===== config.mk =====
export PLATFORM = sky130hd
export DESIGN_NAME = pqs_ctrl
export DESIGN_NICKNAME = d
export VERILOG_FILES = /design/src/hdl/pqs_pkg.sv /design/src/hdl/pqs_ctrl.sv
export SDC_FILE = /design/constraint.sdc
export NUM_CORES = 1
export LEC_CHECK = 0
export BUFFER_PORTS_ARGS = -buffer_cell sky130_fd_sc_hd__buf_4
export CORE_AREA = 5 5 42 44
export CTS_BUF_LIST = sky130_fd_sc_hd__clkbuf_2
export DETAILED_ROUTE_END_ITERATION = 10
export DIE_AREA = 0 0 47 49
export PLACE_DENSITY = 0.65
export REMOVE_ABC_BUFFERS = 1
export SLEW_MARGIN = 20
export SYNTH_ARGS = -nofsm -noshare
export SYNTH_HDL_FRONTEND = slang
export SYNTH_SLANG_ARGS = --single-unit

===== constraint.sdc =====
create_clock -name clk -period 1.65 [get_ports clk]
set_input_delay 0.33 -clock clk [delete_from_list [all_inputs] [get_ports clk]]
set_output_delay 0.33 -clock clk [all_outputs]
set_load 0.1 [all_outputs]

===== src/hdl/pqs_pkg.sv =====
// Shared types, constants and a helper function of the polyline stroke quad unit.
package pqs_pkg;

	localparam int COORD_W = 32;
	localparam int NORM_W = 16;
	localparam int VNUM_W = 14;
	localparam int WIDTH_W = 16;
	localparam int OFF_W = 20;
	localparam int DEF_MAX_POINTS = 4096;
	localparam logic [WIDTH_W-1:0] STROKE_RESET = 16'd256;

	// Index of the fourth vertex of a quad.
	localparam logic [1:0] VTX_LAST = 2'd3;

	// Input word: one polyline point.
	typedef struct packed {
		logic signed [COORD_W-1:0] point_x;
		logic signed [COORD_W-1:0] point_y;
		logic                      last_point;
	} in_word_t;

	// Output word: one vertex.
	typedef struct packed {
		logic signed [COORD_W-1:0] vertex_x;
		logic signed [COORD_W-1:0] vertex_y;
		logic [VNUM_W-1:0]         vertex_number;
		logic                      last_vertex;
	} out_word_t;

	// Commands from the controller to the datapath.
	typedef struct packed {
		logic       latch_in;
		logic       norm_start;
		logic       norm_joint;
		logic       take_nnew;
		logic       joint_from_nnew;
		logic       take_endn;
		logic       quad_load;
		logic       quad_b;
		logic       emit;
		logic [1:0] vtx_idx;
		logic       clear;
		logic       advance;
	} cmd_t;

	// Status from the datapath to the controller.
	typedef struct packed {
		logic seen_ge1;
		logic seen_ge2;
		logic last;
		logic norm_done;
		logic out_free;
	} stat_t;

	// Offset n*w rounded from Q9.22 to Q11.8, half away from zero.
	function automatic logic signed [OFF_W-1:0] scale_off(
		input logic signed [NORM_W-1:0] n,
		input logic [WIDTH_W-1:0] w
	);
		logic [NORM_W-1:0] mag;
		logic [32:0] prod;
		logic [OFF_W-1:0] r;
		mag = n[NORM_W-1] ? NORM_W'(-n) : NORM_W'(n);
		prod = 33'(mag) * 33'(w) + 33'd8192;
		r = {1'b0, prod[32:14]};
		return n[NORM_W-1] ? OFF_W'(-r) : OFF_W'(r);
	endfunction

endpackage


===== src/hdl/pqs_ctrl.sv =====
// Controller state machine that sequences one point through the datapath.
module pqs_ctrl (
	input  logic            clk,
	input  logic            arst_n,
	input  logic            in_valid,
	output logic            in_ready,
	input  pqs_pkg::stat_t  stat,
	output pqs_pkg::cmd_t   cmd
);

	localparam logic [2:0] S_IDLE = 3'd0;
	localparam logic [2:0] S_SEGN = 3'd1;
	localparam logic [2:0] S_SEGW = 3'd2;
	localparam logic [2:0] S_JNTN = 3'd3;
	localparam logic [2:0] S_JNTW = 3'd4;
	localparam logic [2:0] S_QLD  = 3'd5;
	localparam logic [2:0] S_EMIT = 3'd6;
	localparam logic [2:0] S_FIN  = 3'd7;

	logic [2:0] state_q, state_d;
	logic [1:0] vi_q, vi_d;
	logic quad_b_q, quad_b_d;

	assign in_ready = (state_q == S_IDLE);

	// Next state and commands.
	always_comb begin
		state_d = state_q;
		vi_d = vi_q;
		quad_b_d = quad_b_q;
		cmd = '0;
		cmd.quad_b = quad_b_q;
		cmd.vtx_idx = vi_q;
		case (state_q)
			S_IDLE: begin
				if (in_valid) begin
					cmd.latch_in = 1'b1;
					state_d = stat.seen_ge1 ? S_SEGN : S_FIN;
				end
			end
			S_SEGN: begin
				cmd.norm_start = 1'b1;
				state_d = S_SEGW;
			end
			S_SEGW: begin
				if (stat.norm_done) begin
					cmd.take_nnew = 1'b1;
					if (stat.seen_ge2) begin
						state_d = S_JNTN;
					end else begin
						cmd.joint_from_nnew = 1'b1;
						quad_b_d = 1'b1;
						state_d = stat.last ? S_QLD : S_FIN;
					end
				end
			end
			S_JNTN: begin
				cmd.norm_start = 1'b1;
				cmd.norm_joint = 1'b1;
				state_d = S_JNTW;
			end
			S_JNTW: begin
				if (stat.norm_done) begin
					cmd.take_endn = 1'b1;
					quad_b_d = 1'b0;
					state_d = S_QLD;
				end
			end
			S_QLD: begin
				cmd.quad_load = 1'b1;
				vi_d = '0;
				state_d = S_EMIT;
			end
			S_EMIT: begin
				if (stat.out_free) begin
					cmd.emit = 1'b1;
					vi_d = vi_q + 2'd1;
					if (vi_q == pqs_pkg::VTX_LAST) begin
						if (!quad_b_q && stat.last) begin
							quad_b_d = 1'b1;
							state_d = S_QLD;
						end else begin
							state_d = S_FIN;
						end
					end
				end
			end
			S_FIN: begin
				cmd.clear = stat.last;
				cmd.advance = !stat.last;
				state_d = S_IDLE;
			end
			default: state_d = S_IDLE;
		endcase
	end

	always_ff @(posedge clk or negedge arst_n) begin
		if (!arst_n) begin
			state_q <= S_IDLE;
			vi_q <= '0;
			quad_b_q <= 1'b0;
		end else begin
			state_q <= state_d;
			vi_q <= vi_d;
			quad_b_q <= quad_b_d;
		end
	end

endmodule


After elaboration in Yosys (flattened, before gate mapping)
Cells that the tools add are included.
{ "totals": {"reg_bits": 6, "inputBits": 8, "out_inout_bits": 14, "wordCells": 61} }
{ "op_classes": {"addsub": 1, "eq_ne": 15, "mux": 32, "reduce_logical": 10} }
{ "op_table": {"columns": ["op", "count"], "rows": [
  ["3-bit one-hot mux with 8 select lines", 1],
  ["3-bit 2-to-1 mux", 7],
  ["1-bit 2-to-1 mux", 16],
  ["2-bit != test (second input constant)", 7],
  ["3-bit equality test (second input constant)", 4],
  ["2-bit 2-to-1 mux", 6],
  ["7-bit AND reduction", 1],
  ["3-bit by 2-bit equality test with 1-bit output (second input constant)", 2],
  ["5-bit AND reduction", 1],
  ["2-bit one-hot mux with 2 select lines", 1],
  ["3-bit by 1-bit equality test with 1-bit output (second input constant)", 1],
  ["3-bit logical NOT", 1],
  ["1-bit one-hot mux with 3 select lines", 1],
  ["3-bit nonzero test", 1],
  ["2-bit by 1-bit adder with 2-bit output (second input constant)", 1],
  ["2-bit equality test (second input constant)", 1],
  ["1-bit logical NOT", 2],
  ["2-bit AND reduction", 1],
  ["2-bit nonzero test", 1],
  ["2-bit OR reduction", 1],
  ["1-bit logical AND", 1]
]} }

Longest topological paths before layout
Gate-level depths: netlist of the first run.
{ "depth": {"word_depth": 6, "ltp_mapped": 5} }

Least setup slack after synthesis of the first run
Ideal clock, no wire load.
{ "synth_path": {"path_type": "flip-flop to output port", "startpoint": "register state_q[2]", "endpoint": "output port cmd[12] (netlist bit)", "arrival_time_ns": 3.709, "required_time_ns": 1.320, "slack_ns": -2.389, "path_stages_with_launch": 5, "path_buffers": 2, "path_cell_list": "dfrtp_1 buf_6 buf_2 nor3_1 and2_1"} }
{ "synth_rtl": {"columns": ["item", "line_no", "source"], "rows": [
  ["start: declaration", "pqs_ctrl.sv:20", "logic [2:0] state_q, state_d;"],
  ["start signal: assignment", "pqs_ctrl.sv:103", "state_q <= state_d;"],
  ["end: declaration", "pqs_ctrl.sv:8", "output pqs_pkg::cmd_t cmd"]
]} }

==> run metrics, run 1 <==
status=finished clean; clk buf depth=2; clk sinks=6; Synth Area per Inst=8.31 um^2; Routed Antenna Nets=0; pin count of the biggest net entering global routing=14; Final Hold Viols=0; reg-to-reg startpoint=state_q[1]; clock latency on the worst-skew pair=roughly 0.23 ns; GRT Resource Usage Total=~12%; CP Capture Type=output pin; GR peak layer=met2; Synth async-reset ratio=100%; top cell type's share of synthesized area=30.6%; Root Buffer=clkbuf_2; DIE WIDTH=approximately 47 um; Crit Path Class=reg2out; Core ar.=approximately 1400 um^2; CTS tree=yes; GRT met2 Usage=approximately 17%; worst slack, placed=0.0862 ns; cell area after synthesis=490 um^2; M1 GR Usage=between 10% and 20%; post-route setup slack=roughly 0.016 ns; Period minus WS final=1.63 ns; final period utilization=99.1%; die span in y=49 um; DPL Wire Length=about 970 um; synth cell count leaders=dfrtp_1 (6), nor2_1 (6), inv_1 (5); row cnt=14; met3 GRT Util=1.48%; top cells by area, synth=dfrtp_1 (31%), nor2_1 (4.6%), nor3b_1 (4.6%), mux2i_1 (4.1%), nor3_1 (4.1%); number of synthesized flops with an enable pin=0; arrival time at the worst endpoint=about 1.3 ns; YS warnings=0; DRT iter0 DRCs=6; CP max FO=3; Max-Cap Viols=0; Final GP Congestion=about 0.74; I/O pin count=22; Clock Skew=~0.0045 ns; DR DRC count=0; H-Tree Depth=1; biggest area consumer among synthesized cells=dfrtp_1; WL/cell=13.1 um; ant diodes=0; vias in the first global route=between 500 and 600; Synth Register Bits=6; total negative slack=0 ns; DRT Wirelength=around 1.4 mm; Initial Util=35.0%; layout cell share with drive strength beyond 1=a little under half; via count=between 500 and 600; CP Launch Type=flop; Setup Viol. Count Final=0; antenna violations before repair=0; Syn-to-layout area delta=63.8%; first-pass GRT wire length=between 2 and 2.5 mm; crit path launch=state_q[0]; NumNets Final=99; worst slew pin tran=approximately 0.35 ns; Slew HR=about three quarters; GR Overflow Total=0; Placed Cells=between 90 and 100; Post-synth top flop=dfrtp_1; Max Freq=between 0.6 and 0.7 GHz; Distinct cells, synth=32; hold_ws=0.441 ns; Pre-antenna DRT Iters=4; required time of the critical path=1.32 ns; clock slew at reported path FFs=roughly 0.060 ns; RSZ-0062 raised after global routing=true; Port Buffer Count=21; Die Area=2300 um^2; Post-Synthesis Cells=59; Final Slew Violations=0; final std cells w/o fill=around 100; Min-Delay Path Class=in2async; CTS buffer count=3; Vias/cell=just over 5; sequential-to-total area share from yosys stat=30.6%
[cell usage in the layout, fill, tap and decap left out, types with 2 or more instances in the layout]
| cell type | count |
|---|---|
| buf_4 | 19 |
| buf_6 | 9 |
| clkbuf_2 | 3 |
| dfrtp_1 | 4 |
| dfrtp_2 | 2 |
| inv_1 | 5 |
| mux2i_1 | 2 |
| nand3_1 | 2 |
| nor2_1 | 6 |
| nor2b_1 | 3 |
| nor3_1 | 2 |
| nor3b_1 | 2 |
| o21ai_0 | 2 |
[cell families (layout without fill, tap and decap cells)]
kind of cell	count (synthesis)	in the layout	synth area share [%]
adders and majority gates	1	1	2.55
AOI/OAI and AO/OA	11	11	17.3
DFF	6	6	30.6
buffers and inverters	10	39	11.0
muxes	2	2	4.08
and+or+nand+nor	29	29	34.4
[critical path: stages, from the launching register on]
cell,delay [ns]
dfrtp_1,0.39
nand2b_1,0.20
nor3b_2,0.23
buf_6,0.26
[layer usage]
layer | up-vias | part of all wire [%]
li1 | 267 | -
met1 | 245 | 46
met2 | 19 | 45
met3 | 5 | 5.1
met4 | 0 | 3.9
met5 | - | 0
[path summary, 6_finish.rpt]
kind | slack (ns) | cells after the start | endpoint
worst max-delay path | 0.02 | 3 | cmd[7]
worst min-delay path | 0.44 | 2 | vi_q[0]
worst max register to register | 0.13 | 5 | state_q[1]
worst min register to register | 0.55 | 2 | quad_b_q
max in group asynchronous | 1.08 | 2 | state_q[1]
min in group clk | 0.44 | 4 | state_q[2]
[registers in the layout, indices dropped and copies added, names as in the netlist]
register,count
quad_b_q,1
state_q,3
vi_q,2
[final cells by class]
| class | count | area [um^2] |
|---|---|---|
| multi-input cells | 43 | 318 |
| clock buffers | 3 | 15.0 |
| flip-flops and latches | 6 | 153 |
| fillers | 140 | 598 |
| well taps | 16 | 20.0 |
| inverters | 5 | 18.8 |
| repair buffers | 31 | 279 |
[per-stage QoR]
stage | instance area [um^2] | utilization, %
4_1_cts | 762 | 54.4
6_report | 803 | 57.3
2_1_floorplan | 455 | -
3_5_place_dp | 671 | 47.9
3_3_place_gp | 671 | 47.9
5_1_grt | 803 | 57.3
[what timing repair did]
item                                    CTS  global route
gates resized for setup                  15             5
hold buffers                              1             0
endpoints found under the hold margin     6             0
endpoints found under the setup margin   11            11
buffers inserted                          1             3
Power of run 1 is not shown: default switching activity piles up to over one toggle a cycle in this logic, so the estimate is an artifact.
==> run 2: changes to the inputs <==
Settings changed: SETUP_SLACK_MARGIN set to 0.3.
==> run metrics, run 2 (same netlist as run 1, synthesis figures left out) <==
Final GP Congestion=approximately 0.74; DPL Wire Length=around 970 um; largest register by flop count=state_q; CP Buf/Inv Count=1; CTS buffer count=3; clock slew at reported path FFs=roughly 0.070 ns; layout cell share with drive strength beyond 1=65.6%; Period minus WS final=about 1.7 ns; antenna violations before repair=0; worst slew pin tran=0.363 ns; Core ar.=roughly 1400 um^2; NumNets Final=~100; Placed Cells=96; Initial Util=a little over a third; DR DRC count=0; Crit Path Class=reg2out; I/O pin count=22; RSZ-0062 raised after global routing=true; required time of the critical path=~1.3 ns; vias in the first global route=approximately 600; total negative slack=-0.0114 ns; commonest non-fill, non-tap cell in the layout=buf_4; Root Buffer=clkbuf_2; H-Tree Depth=1; pin count of the biggest net entering global routing=9; Max Freq=~0.6 GHz; peak supply drop=0.890 mV; biggest regs=state_q: 3 flops, vi_q: 2 flops, quad_b_q: 1 flops; clk buf depth=2; Vias/cell=about 5.8; worst slack, placed=0.0862 ns; metal3 WL=about 97 um; CP Launch Type=flop; DIE WIDTH=between 40 and 50 um; ant diodes=0; DRT Wirelength=approximately 1.9 mm; Clock Skew=0.0101 ns; CTS tree=yes; WL/cell=between 15 and 20 um; Port Buffer Count=21; Slew HR=between 70 and 80%; Critical Path Max Stage Delay=0.49 ns; CP max FO=7; Syn-to-layout area delta=114%; Pre-antenna DRT Iters=4; Routed Antenna Nets=0; arrival time at the worst endpoint=~1.3 ns; final period utilization=101%; failing checks=negative setup slack; post-route setup slack=-0.00842 ns; GRT Resource Usage Total=roughly 16%; CP Capture Type=output pin; Setup Viol. Count Final=2; worst path cell trace=nor3_4 > and2_4 > buf_12; Routed met1 length=736 um; CP max-delay cell=dfrtp_2; via count=around 630; crit-path leading delay family=flip-flops; Final Slew Violations=0; max reg flops=3; die span in y=between 40 and 50 um; DR WL met2=about 950 um; clock latency on the worst-skew pair=about 0.23 ns; hold_ws=approximately 0.45 ns; Max-Cap Viols=0; DRT iter0 DRCs=12; status=finished with violations; Top Metal Used=met4; row cnt=14; P_leak=0.455 nW; Die Area=around 2300 um^2; most frequent cells in the layout=buf_4 (18), buf_12 (10), buf_6 (6); fill cell count=96; first-pass GRT wire length=around 2.6 mm; Core Util, Final=about 75%; GR Overflow Total=0; clk sinks=6; final std cells w/o fill=around 110; Final Hold Viols=0; Min-Delay Path Class=in2async; power density over the cells=approximately 2100 nW/um^2
run 2: stage by stage:
stage / power [mW] / cell area (um^2)
after floorplan: 1.24 / 455
after global placement: 1.54 / 671
after detailed placement: 1.55 / 671
after CTS: 2.03 / 935
after global routing: 2.32 / 1050
final: 2.23 / 1050
run 2: final timing paths:
check	cells past startpoint	to	slack (ns)	startpoint
worst max-delay path	3	cmd[12]	-0.008	state_q[2]
worst min-delay path	2	vi_q[0]	0.45	arst_n
worst max register to register	6	state_q[1]	0.20	state_q[2]
worst min register to register	2	quad_b_q	0.56	quad_b_q
max in group asynchronous	2	state_q[1]	1.06	arst_n
min in group clk	4	state_q[2]	0.47	stat[4]
run 2: where the power goes:
part | switching [mW] | total [mW] | internal [mW]
logic | 1.10 | 1.80 | 0.691
registers | 0.110 | 0.330 | 0.219
clock network | 0.0555 | 0.105 | 0.0493
total | 1.27 | 2.23 | 0.960
run 2: what timing repair did:
item / in CTS / in global routing
hold buffers: 1 / 0
buffers inserted: 8 / 1
gates resized for setup: 47 / 27
endpoints found under the hold margin: 6 / 0
setup endpoints to repair: 14 / 14
pin swaps: 5 / 7
run 2: per-layer routing:
metal,vias up,global-route usage (%)
li1,282,-
met1,297,20.9
met2,40,22.4
met3,13,1.11
met4,0,11.1
met5,-,0
run 2: area by class of cell:
cell class / count / area (um^2) / share of cell area (%)
multi-input combinational: 43 / 410 / 39.1
timing repair buffer: 36 / 428 / 40.8
inverter: 5 / 22.5 / 2.15
clock buffer: 3 / 15.0 / 1.43
sequential: 6 / 153 / 14.6
tap: 16 / 20.0 / 1.91
(Power assumes the default switching activity.)
==> run 3: changes to the inputs <==
==> constraint.sdc (replaced) <==
create_clock -name clk -period 1.65 [get_ports clk]
set_input_delay 0.495 -clock clk [delete_from_list [all_inputs] [get_ports clk]]
set_output_delay 0.495 -clock clk [all_outputs]
set_load 0.1 [all_outputs]
==> run metrics, run 3 (same netlist as run 1, synthesis figures left out) <==
row cnt=14; Port Buffer Count=21; Syn-to-layout area delta=156%; DRT Wirelength=approximately 2.4 mm; Period minus WS final=around 1.8 ns; largest register by flop count=state_q; DR DRC count=0; antenna violations before repair=0; DRT iter0 DRCs=17; power density over the cells=between 2000 and 2500 nW/um^2; Core Util, Final=89.5%; CTS buffer count=3; Vias/cell=~5.6; Initial Util=a little over a third; clock latency on the worst-skew pair=0.22 ns; Core ar.=1400 um^2; CP Launch Type=flop; DR WL met2=1.25 mm; peak supply drop=roughly 1.2 mV; most frequent cells in the layout=buf_4 (25), buf_6 (13), buf_12 (12); I/O pin count=22; commonest non-fill, non-tap cell in the layout=buf_4; max reg flops=3; clock slew at reported path FFs=approximately 0.060 ns; layout cell share with drive strength beyond 1=approximately four fifths; Routed met1 length=around 930 um; Placed Cells=~100; worst slew pin tran=0.337 ns; CTS tree=yes; Die Area=roughly 2300 um^2; R2R setup slack=~0.040 ns; first-pass GRT wire length=3.27 mm; GR Overflow Total=0; failing checks=negative setup slack; biggest regs=state_q: 3 flops, vi_q: 2 flops, quad_b_q: 1 flops; Slew HR=between 70 and 80%; Final Slew Violations=0; pin count of the biggest net entering global routing=8; ant diodes=0; Top Metal Used=met4; status=finished with violations; H-Tree Depth=1; Routed Antenna Nets=0; worst path cell trace=nand2b_4 > nor3_4 > buf_12; CP max-delay cell=dfrtp_2; reg-to-reg startpoint=state_q[1]; Final GP Congestion=approximately 0.76; vias in the first global route=a little under 700; metal3 WL=~180 um; CP Capture Type=output pin; clk buf depth=2; NumNets Final=between 100 and 150; Crit Path Class=reg2out; die span in y=49 um; hold_buf cts=0; FF-to-FF End=state_q[1]; final std cells w/o fill=approximately 120; Critical Path Max Stage Delay=around 0.48 ns; DPL Wire Length=1.07 mm; RSZ-0062 raised after global routing=true; Max Freq=around 0.55 GHz; arrival time at the worst endpoint=between 1 and 1.5 ns; Worst R2R Path Depth=6; Setup Viol. Count Final=11; P_leak=~0.55 nW; CP max FO=6; GRT Resource Usage Total=between 10% and 20%; DIE WIDTH=about 47 um; post-route setup slack=-0.154 ns; via count=just under 700; clk sinks=6; required time of the critical path=between 1 and 1.5 ns; total power=2.78 mW; WL/cell=19.4 um; Root Buffer=clkbuf_2; Pre-antenna DRT Iters=4; Max-Cap Viols=0; Clock Skew=approximately 0.0019 ns; Final Hold Viols=0; final period utilization=109%; Min-Delay Path Class=in2async
-- run 3: routing by layer --
metal | vias up | GRT usage, %
li1 | 308 | -
met1 | 333 | 22.4
met2 | 44 | 30.8
met3 | 8 | 5.90
met4 | 0 | 8.29
met5 | - | 0
-- run 3: cell type report --
class / instances / area, um^2
Timing Repair Buffer: 51 / 589
Multi-Input combinational cell: 43 / 447
Sequential cell: 6 / 156
Fill cell: 65 / 148
Inverter: 5 / 26.3
Tap cell: 16 / 20.0
Clock buffer: 3 / 15.0
-- run 3: timing repair --
action                                 CTS  global route
endpoints found under the hold margin    0             0
pin swaps                                9            11
gates resized for setup                 64            33
setup buffers                            9            10
setup endpoints to repair               18            20
-- run 3: worst max path at each step --
stage                           from       to  depth (start not counted)
after floorplan           state_q[2]  cmd[12]                          2
after global placement       stat[1]   cmd[7]                          4
after detailed placement     stat[1]   cmd[7]                          4
after CTS                 state_q[1]  cmd[12]                          3
after global routing      state_q[1]   cmd[8]                          3
final                     state_q[2]   cmd[8]                          3
-- run 3: critical path, delay by kind of cell (launching register included) --
family                 cells  cell delay, ns
buffers and inverters      1            0.20
DFF                        1            0.48
and+or+nand+nor            2            0.41
-- run 3: report_power, final --
| part | total [mW] | switching (mW) | internal, mW |
|---|---|---|---|
| logic | 2.32 | 1.27 | 1.05 |
| registers | 0.367 | 0.141 | 0.226 |
| clock network | 0.100 | 0.0509 | 0.0492 |
| total | 2.78 | 1.46 | 1.32 |
-- run 3: stage by stage --
| step | TNS, ns | hold slack (ns) | setup WS, ns | cell area (um^2) |
|---|---|---|---|---|
| 2_1_floorplan | -14.02 | 0.199 | -2.46 | 455 |
| 6_report | -1.32 | 0.0726 | -0.154 | 1250 |
| 5_1_grt | -1.85 | 0.0629 | -0.203 | 1250 |
| 3_3_place_gp | -0.132 | 0.303 | -0.0942 | 716 |
| 4_1_cts | -0.720 | 0.0797 | -0.107 | 1020 |
| 3_5_place_dp | -0.158 | 0.305 | -0.101 | 716 |
